### src/hw/rtl/scd_pkg.sv
// ----------------------------------------------------------------------------
// scd_pkg
// Shared types and constants for the show-sync command deframer.
// ----------------------------------------------------------------------------
package scd_pkg;

  localparam int MAX_NAME_LEN = 255;
  localparam int CNT_W        = $clog2(MAX_NAME_LEN + 1);
  localparam int SYNC_PAYLOAD = 8;
  localparam int FRAME_BYTES  = 4;

  localparam logic [7:0] CMD_SET_SEQUENCE_NAME = 8'd1;
  localparam logic [7:0] CMD_SET_MEDIA_NAME    = 8'd2;
  localparam logic [7:0] CMD_START_SEQUENCE    = 8'd3;
  localparam logic [7:0] CMD_START_MEDIA       = 8'd4;
  localparam logic [7:0] CMD_STOP_SEQUENCE     = 8'd5;
  localparam logic [7:0] CMD_STOP_MEDIA        = 8'd6;
  localparam logic [7:0] CMD_SYNC              = 8'd7;
  localparam logic [7:0] CMD_BLANK             = 8'd9;

  typedef enum logic [1:0] {
    PH_IDLE,
    PH_SEQ_NAME,
    PH_MEDIA_NAME,
    PH_SYNC
  } phase_t;

  typedef enum logic [3:0] {
    EV_SEQ_NAME,
    EV_MEDIA_NAME,
    EV_START_SEQ,
    EV_START_MEDIA,
    EV_STOP_SEQ,
    EV_STOP_MEDIA,
    EV_SYNC,
    EV_BLANK,
    EV_UNKNOWN,
    EV_OVERFLOW
  } event_t;

  typedef struct packed {
    event_t      event_res;
    logic [7:0]  name_byte;
    logic        name_last;
    logic [31:0] frame_number;
    logic [31:0] time_bits;
    logic        sync_sequence;
    logic        sync_media;
    logic        seq_active;
    logic        media_active;
  } result_t;

endpackage

### src/hw/rtl/scd_ifs.sv
// ----------------------------------------------------------------------------
// scd channel interfaces
// Byte input channel and event output channel, valid/ready handshake.
// ----------------------------------------------------------------------------
interface scd_in_if;
  logic       valid;
  logic       ready;
  logic [7:0] rx_byte;

  modport source (output valid, output rx_byte, input ready);
  modport sink   (input valid, input rx_byte, output ready);
endinterface

interface scd_out_if;
  logic        valid;
  logic        ready;
  logic [3:0]  event_res;
  logic [7:0]  name_byte;
  logic        name_last;
  logic [31:0] frame_number;
  logic [31:0] time_bits;
  logic        sync_sequence;
  logic        sync_media;
  logic        seq_active;
  logic        media_active;

  modport source (output valid, output event_res, output name_byte, output name_last,
                  output frame_number, output time_bits, output sync_sequence,
                  output sync_media, output seq_active, output media_active,
                  input ready);
  modport sink   (input valid, input event_res, input name_byte, input name_last,
                  input frame_number, input time_bits, input sync_sequence,
                  input sync_media, input seq_active, input media_active,
                  output ready);
endinterface

### src/hw/rtl/scd_parser.sv
// ----------------------------------------------------------------------------
// scd_parser
// Command state machine: one registered byte in, at most one event out.
// ----------------------------------------------------------------------------
module scd_parser
  import scd_pkg::*;
(
  input  logic       clk,
  input  logic       rst,
  input  logic       go,
  input  logic [7:0] byte_in,
  output logic       res_valid,
  output result_t    res
);

  phase_t             phase, phase_next;
  logic [CNT_W-1:0]   byte_count, byte_count_next;
  logic [31:0]        frame_shift, frame_shift_next;
  logic [31:0]        time_shift, time_shift_next;
  logic               seq_flag, seq_flag_next;
  logic               media_flag, media_flag_next;
  logic               name_done;
  logic               name_full;
  logic               sync_done;

  assign name_done = (byte_in == 8'd0);
  assign name_full = (byte_count >= CNT_W'(MAX_NAME_LEN));
  assign sync_done = (byte_count == CNT_W'(SYNC_PAYLOAD - 1));

  // next phase
  always_comb begin
    phase_next = phase;
    unique case (phase)
      PH_IDLE: begin
        unique case (byte_in)
          CMD_SET_SEQUENCE_NAME: phase_next = PH_SEQ_NAME;
          CMD_SET_MEDIA_NAME:    phase_next = PH_MEDIA_NAME;
          CMD_SYNC:              phase_next = PH_SYNC;
          default:               phase_next = PH_IDLE;
        endcase
      end
      PH_SEQ_NAME, PH_MEDIA_NAME: begin
        if (name_done || name_full) phase_next = PH_IDLE;
      end
      PH_SYNC: begin
        if (sync_done) phase_next = PH_IDLE;
      end
      default: phase_next = PH_IDLE;
    endcase
  end

  // datapath and event
  always_comb begin
    byte_count_next  = byte_count;
    frame_shift_next = frame_shift;
    time_shift_next  = time_shift;
    seq_flag_next    = seq_flag;
    media_flag_next  = media_flag;
    res_valid        = 1'b0;
    res              = '0;
    res.event_res    = EV_UNKNOWN;
    unique case (phase)
      PH_IDLE: begin
        byte_count_next = '0;
        unique case (byte_in)
          CMD_SET_SEQUENCE_NAME, CMD_SET_MEDIA_NAME: ;
          CMD_SYNC: begin
            frame_shift_next = '0;
            time_shift_next  = '0;
          end
          CMD_START_SEQUENCE: begin
            res_valid     = seq_flag;
            res.event_res = EV_START_SEQ;
          end
          CMD_START_MEDIA: begin
            res_valid     = media_flag;
            res.event_res = EV_START_MEDIA;
          end
          CMD_STOP_SEQUENCE: begin
            res_valid     = seq_flag;
            res.event_res = EV_STOP_SEQ;
            seq_flag_next = 1'b0;
          end
          CMD_STOP_MEDIA: begin
            res_valid       = media_flag;
            res.event_res   = EV_STOP_MEDIA;
            media_flag_next = 1'b0;
          end
          CMD_BLANK: begin
            res_valid     = 1'b1;
            res.event_res = EV_BLANK;
          end
          default: begin
            // report unknown code as an unknown event, stay idle
            res_valid     = 1'b1;
            res.event_res = EV_UNKNOWN;
          end
        endcase
      end
      PH_SEQ_NAME, PH_MEDIA_NAME: begin
        res_valid     = 1'b1;
        res.event_res = (phase == PH_SEQ_NAME) ? EV_SEQ_NAME : EV_MEDIA_NAME;
        if (name_done) begin
          // empty name clears the flag, any other sets it
          if (phase == PH_SEQ_NAME) seq_flag_next = (byte_count != '0);
          else                      media_flag_next = (byte_count != '0);
          res.name_last   = 1'b1;
          byte_count_next = '0;
        end else if (name_full) begin
          res.event_res   = EV_OVERFLOW;
          byte_count_next = '0;
        end else begin
          res.name_byte   = byte_in;
          byte_count_next = byte_count + CNT_W'(1);
        end
      end
      PH_SYNC: begin
        if (byte_count < CNT_W'(FRAME_BYTES))
          frame_shift_next = {byte_in, frame_shift[31:8]};
        else
          time_shift_next = {byte_in, time_shift[31:8]};
        byte_count_next = sync_done ? '0 : byte_count + CNT_W'(1);
        res_valid         = sync_done && (seq_flag || media_flag);
        res.event_res     = EV_SYNC;
        res.frame_number  = frame_shift_next;
        res.time_bits     = time_shift_next;
        res.sync_sequence = seq_flag;
        res.sync_media    = media_flag;
      end
      default: ;
    endcase
    res.seq_active   = seq_flag_next;
    res.media_active = media_flag_next;
    res_valid        = res_valid && go;
  end

  always_ff @(posedge clk) begin
    if (rst) begin
      phase      <= PH_IDLE;
      byte_count <= '0;
      seq_flag   <= 1'b0;
      media_flag <= 1'b0;
    end else if (go) begin
      phase      <= phase_next;
      byte_count <= byte_count_next;
      seq_flag   <= seq_flag_next;
      media_flag <= media_flag_next;
    end
  end

  always_ff @(posedge clk) begin
    if (go) begin
      frame_shift <= frame_shift_next;
      time_shift  <= time_shift_next;
    end
  end

endmodule

### src/hw/rtl/scd_out_buf.sv
// ----------------------------------------------------------------------------
// scd_out_buf
// Two-entry result buffer; full is registered so upstream ready stays local.
// ----------------------------------------------------------------------------
module scd_out_buf
  import scd_pkg::*;
(
  input  logic    clk,
  input  logic    rst,
  input  logic    push,
  input  result_t din,
  output logic    full,
  output logic    valid,
  input  logic    ready,
  output result_t dout
);

  localparam int DEPTH = 2;

  logic [1:0] count;
  result_t    slot0, slot1;
  logic       pop;

  assign valid = (count != 2'd0);
  assign full  = (count == 2'(DEPTH));
  assign pop   = valid && ready;
  assign dout  = slot0;

  always_ff @(posedge clk) begin
    if (rst) begin
      count <= '0;
    end else if (push && !pop) begin
      count <= count + 2'd1;
    end else if (pop && !push) begin
      count <= count - 2'd1;
    end
  end

  always_ff @(posedge clk) begin
    if (push && !pop) begin
      if (count == 2'd0) slot0 <= din;
      else               slot1 <= din;
    end else if (pop && !push) begin
      slot0 <= slot1;
    end else if (pop && push) begin
      if (count == 2'd1) begin
        slot0 <= din;
      end else begin
        slot0 <= slot1;
        slot1 <= din;
      end
    end
  end

endmodule

### src/hw/rtl/sync_command_deframer.sv
// Path: a byte accepted on the link is held in the input register and decoded
//   combinationally; any event is written into the result buffer and offered.
// Throughput: one byte per cycle while the result buffer is not full, set by
//   the single-pass decode between input register and two-entry result buffer.
// Reset (rst, synchronous): parser idle, both active flags clear, buffer empty.
// ----------------------------------------------------------------------------
// sync_command_deframer
// Splits received link bytes into show-sync command events.
// ----------------------------------------------------------------------------
module sync_command_deframer
  import scd_pkg::*;
(
  input logic       clk,
  input logic       rst,
  scd_in_if.sink    link,
  scd_out_if.source events
);

  logic       in_valid;
  logic [7:0] in_byte;
  logic       buf_full;
  logic       go;
  logic       res_valid;
  result_t    res;
  result_t    dout;

  assign go         = in_valid && !buf_full;
  assign link.ready = !in_valid || !buf_full;

  always_ff @(posedge clk) begin
    if (rst) begin
      in_valid <= 1'b0;
    end else if (link.ready) begin
      in_valid <= link.valid;
    end
  end

  always_ff @(posedge clk) begin
    if (link.valid && link.ready) in_byte <= link.rx_byte;
  end

  scd_parser u_parser (
    .clk       (clk),
    .rst       (rst),
    .go        (go),
    .byte_in   (in_byte),
    .res_valid (res_valid),
    .res       (res)
  );

  scd_out_buf u_out_buf (
    .clk   (clk),
    .rst   (rst),
    .push  (res_valid),
    .din   (res),
    .full  (buf_full),
    .valid (events.valid),
    .ready (events.ready),
    .dout  (dout)
  );

  assign events.event_res     = dout.event_res;
  assign events.name_byte     = dout.name_byte;
  assign events.name_last     = dout.name_last;
  assign events.frame_number  = dout.frame_number;
  assign events.time_bits     = dout.time_bits;
  assign events.sync_sequence = dout.sync_sequence;
  assign events.sync_media    = dout.sync_media;
  assign events.seq_active    = dout.seq_active;
  assign events.media_active  = dout.media_active;

endmodule

### src/flat_wrapper.sv
// flat-port wrapper written by rule: the top's interface ports become plain ports
module sync_command_deframer_flat import scd_pkg::*;
  (clk, rst, link_valid, link_rx_byte, link_ready, events_valid, events_event_res, events_name_byte, events_name_last, events_frame_number, events_time_bits, events_sync_sequence, events_sync_media, events_seq_active, events_media_active, events_ready);
  scd_in_if link_i ();
  scd_out_if events_i ();
  input logic clk;
  input logic rst;
  input wire logic [$bits(link_i.valid)-1:0] link_valid;
  input wire logic [$bits(link_i.rx_byte)-1:0] link_rx_byte;
  output wire logic [$bits(link_i.ready)-1:0] link_ready;
  output wire logic [$bits(events_i.valid)-1:0] events_valid;
  output wire logic [$bits(events_i.event_res)-1:0] events_event_res;
  output wire logic [$bits(events_i.name_byte)-1:0] events_name_byte;
  output wire logic [$bits(events_i.name_last)-1:0] events_name_last;
  output wire logic [$bits(events_i.frame_number)-1:0] events_frame_number;
  output wire logic [$bits(events_i.time_bits)-1:0] events_time_bits;
  output wire logic [$bits(events_i.sync_sequence)-1:0] events_sync_sequence;
  output wire logic [$bits(events_i.sync_media)-1:0] events_sync_media;
  output wire logic [$bits(events_i.seq_active)-1:0] events_seq_active;
  output wire logic [$bits(events_i.media_active)-1:0] events_media_active;
  input wire logic [$bits(events_i.ready)-1:0] events_ready;
  assign link_i.valid = link_valid;
  assign link_i.rx_byte = link_rx_byte;
  assign link_ready = link_i.ready;
  assign events_valid = events_i.valid;
  assign events_event_res = events_i.event_res;
  assign events_name_byte = events_i.name_byte;
  assign events_name_last = events_i.name_last;
  assign events_frame_number = events_i.frame_number;
  assign events_time_bits = events_i.time_bits;
  assign events_sync_sequence = events_i.sync_sequence;
  assign events_sync_media = events_i.sync_media;
  assign events_seq_active = events_i.seq_active;
  assign events_media_active = events_i.media_active;
  assign events_i.ready = events_ready;
  sync_command_deframer u_core (.clk(clk), .rst(rst), .link(link_i), .events(events_i));
endmodule
### config.mk
export PLATFORM = sky130hd
export DESIGN_NAME = sync_command_deframer_flat
export DESIGN_NICKNAME = d
export VERILOG_FILES = /design/src/hw/rtl/scd_pkg.sv /design/src/hw/rtl/scd_ifs.sv /design/src/hw/rtl/scd_parser.sv /design/src/hw/rtl/scd_out_buf.sv /design/src/hw/rtl/sync_command_deframer.sv /design/src/flat_wrapper.sv
export SDC_FILE = /design/constraint.sdc
export NUM_CORES = 1
export LEC_CHECK = 0
export ABC_CLOCK_PERIOD_IN_PS = 9620
export BUFFER_PORTS_ARGS = -buffer_cell sky130_fd_sc_hd__buf_2
export CORE_AREA = 2 2 139 141
export DETAILED_ROUTE_END_ITERATION = 10
export DIE_AREA = 0 0 141 143
export PLACE_DENSITY_LB_ADDON = 0.12
export SYNTH_ARGS = -nofsm -noshare
export SYNTH_HDL_FRONTEND = slang
export SYNTH_SLANG_ARGS = --single-unit
### constraint.sdc
create_clock -name clk -period 9.62 [get_ports clk]
set_input_delay 1.924 -clock clk [delete_from_list [all_inputs] [get_ports clk]]
set_output_delay 1.924 -clock clk [all_outputs]
set_load 0.01 [all_outputs]
==> results.md <==
* Leakage at roughly 0.0045 µW
* RSZ-0062 raised after global routing: no
* Postcts setup bufs at 0
* First-pass GRT wire length at 32.79 mm
* Top_reg_cell synth: edfxtp_1
* CP startpoint kind: register
* Crit Path Class: register to register
* PortBufs at 94
* Synth Area in Simple Gates at 0.08818
* Tcrit/Tclk final at 0.4984
* Max FO, Critical Path at 138
* Area growth, synth to finish at 13.16%
* Synth Area in Compound Gates at 0.1148
* Synthesis-stage register bit count at 249
* Die area at slightly above 20,000 µm²
* Number of library cell types mapped by synthesis at 50
* Post-Syn Instances at 799
* Syn_nets at 821
* N_diodes at 0
* Global route total overflow at 0
* Main combinational cell family by area after synthesis: compound AO/OA/AOI/OAI gates
* # nets final at 901
* DP HPWL at 12.21 mm
* Clock Latency Late Sink at 0.52 ns
* Max Slew Vio Count at 0
* Most frequent cells in the layout: edfxtp_1 (234), nand2_1 (146), buf_2 (94)
* Cts hold-fix bufs at 0
* Min Tclk post-route at 4.795 ns
* Sequential area share after synthesis at 0.6655
* Total negative slack at 0 ns
* Clock Root Buffer: clkbuf_16
* Routed WL at 20.49 mm
* Initial DRC Count at 521
* Sink Count at 249
* Initial antenna violation count at 0
* GRT Util Overall at 0.2004
* Adder-Cell Fraction of Synth Area at 0.01136
* Core area at 18,580 µm²
* Worst min-delay path category: register to register
* Pwr/cell area at 242.4 nW/µm²
* Max Root-Sink Buffers at 3
* Vias in the first global route at 6,410
* Reported max-cap violation count at 0
* Clk pin slew, worst setup/hold paths at 0.06 ns
* FMAX at 208.6 MHz
* # rows at 50
* Synth warn at 0
* Avg Vias per Cell at 5.741
* Routed length per instance at 18.12 µm
* Final RePlAce weighted congestion at 0.8534
* Peak VDD IR at 0.1502 mV
* DRC Markers at 0
* TritonCTS clock tree: yes
* Clk_skew at 0.01076 ns
* Fraction of layout instances using a drive strength above 1 at 0.2642
* Total CTS buffers at 24
* Io pins at 95
* # resized after CTS at 0
* Slew HR at 0.2052
* Mux contribution to synthesized area at 0.08284
* First-pass DRT Iterations at 5
* Largest net degree at the start of global routing at 139
* Total number of vias at 6,493
* Final Hold Vio Count at 0
* Synthesized area at between 10,000 and 15,000 µm²
* Setup crit end kind: register
* Hold WS at approximately 0.52 ns
* Worst EP required at 9.76 ns
* Least-Margin Pin Slew at around 1.2 ns
* Setup violations, final at 0
* Post-synth ARST share at 0
* Synthesized area per cell at between 10 and 15 µm²
* Arr. time, crit path at just under 5 ns
* Post-synth EDFFs at about 230
* XOR/XNOR share of the synthesized area at 0.005568
* Status: completed
* Commonest non-fill, non-tap cell in the layout: edfxtp_1
* Starting Density at 0.5926
* Die Y at 143 µm
* CTS H-tree depth at 1
* Chip width at 141 µm
* Final ANT Viol Nets at 0
## final timing paths
kind	start	to	depth (start not counted)	slack, ns
worst max-delay path	u_core.u_parser.phase[0]$_SDFFE_PP0P_	u_core.u_out_buf.slot1[25]$_DFFE_PP_	9	4.83
worst min-delay path	u_core.u_parser.phase[1]$_SDFFE_PP0P_	u_core.u_parser.phase[1]$_SDFFE_PP0P_	2	0.52
worst max register to register	u_core.u_parser.phase[0]$_SDFFE_PP0P_	u_core.u_out_buf.slot1[25]$_DFFE_PP_	9	4.83
worst min register to register	u_core.u_parser.phase[1]$_SDFFE_PP0P_	u_core.u_parser.phase[1]$_SDFFE_PP0P_	2	0.52
## per-layer routing
| layer | up-vias | track usage | part of all wire |
|---|---|---|---|
| li1 | 3113 | - | - |
| met1 | 3162 | 0.2896 | 0.46 |
| met2 | 181 | 0.3240 | 0.47 |
| met3 | 37 | 0.02918 | 0.049 |
| met4 | 0 | 0.05263 | 0.020 |
| met5 | - | 0 | 0 |
## area by class of cell
| type | count | area, µm² |
|---|---|---|
| sequential | 249 | 7327 |
| timing repair buffer | 100 | 515.5 |
| clock buffer | 29 | 650.6 |
| inverter | 14 | 52.55 |
| multi-input combinational | 490 | 3393 |
| fill | 1351 | 6121 |
| tap | 234 | 292.8 |
| clock inverter | 15 | 227.7 |
## synthesized netlist by cell type (2+ instances only)
| library cell | instances | area (µm²) |
|---|---|---|
| edfxtp_1 | 234 | 7027 |
| nand2_1 | 146 | 548.0 |
| mux2_2 | 81 | 912.1 |
| a21boi_0 | 68 | 510.5 |
| a21boi_1 | 60 | 450.4 |
| clkbuf_1 | 25 | 93.84 |
| nor2_1 | 18 | 67.56 |
| dfxtp_1 | 15 | 300.3 |
| inv_1 | 14 | 52.55 |
| buf_6 | 12 | 135.1 |
| nor3_1 | 11 | 55.05 |
| o21ai_0 | 11 | 55.05 |
| a21oi_1 | 10 | 50.05 |
| ha_1 | 10 | 125.1 |
| and2_1 | 9 | 56.30 |
| nand3_1 | 7 | 35.03 |
| buf_4 | 6 | 45.04 |
| xor2_1 | 5 | 43.79 |
| a22oi_1 | 4 | 30.03 |
| a31oi_1 | 4 | 25.02 |
| nand2b_1 | 4 | 25.02 |
| nor2b_1 | 4 | 25.02 |
| or3_1 | 4 | 25.02 |
| o21a_1 | 3 | 22.52 |
| a211oi_1 | 2 | 15.01 |
| and4_1 | 2 | 17.52 |
| buf_2 | 2 | 10.01 |
| nor3b_1 | 2 | 15.01 |
| nor4_1 | 2 | 12.51 |
| or4_1 | 2 | 15.01 |
| or4_4 | 2 | 22.52 |
| xnor2_1 | 2 | 17.52 |
## registers in the layout, summed over array words and instances (netlist names)
name / cells
u_core.u_parser.byte_count: 8
u_core.in_valid: 1
u_core.u_parser.frame_shift: 32
u_core.u_out_buf.slot1: 81
u_core.u_parser.phase: 2
u_core.u_parser.time_shift: 32
u_core.in_byte: 8
u_core.u_out_buf.count: 2
u_core.u_parser.media_flag: 1
u_core.u_out_buf.dout: 81
u_core.u_parser.seq_flag: 1
## power by group
group	leakage (µW)	total [µW]	switching (µW)	internal (µW)
combinational	0.00190	532	312	220
clock	0.000411	1030	407	622
sequential	0.00222	1460	48.0	1410
total	0.00453	3020	768	2250
## logic make-up (layout without fill, tap and decap cells)
group / after synthesis / after routing
buffers and inverters: 60 / 158
AOI/OAI and AO/OA: 173 / 173
muxes: 81 / 81
adders and majority gates: 10 / 10
xor gates and xnor gates: 7 / 7
and+or+nand+nor: 219 / 219
DFF: 249 / 249
## worst max-delay path, stage by stage, from the launching register on
cell and delay (ns):
dfxtp_1 0.42, ha_4 0.87, o21a_1 0.23, a211oi_1 0.06
or3_1 0.52, inv_1 0.10, ha_1 0.32, nor2b_1 0.12
a211oi_4 0.92, buf_4 0.82
## through the flow
stage	instances	area, µm²	util	worst slack (ns)	total power [µW]
floorplan	799	11010	-	1.598	1855
finish	1131	12460	0.6706	4.825	3020
CTS	1131	12460	0.6706	4.749	3054
detailed placement	1087	11580	0.6233	4.756	2021
global route	1131	12460	0.6706	4.420	3132
global placement	1087	11580	0.6233	4.951	2001
(Power assumes the default switching activity.)
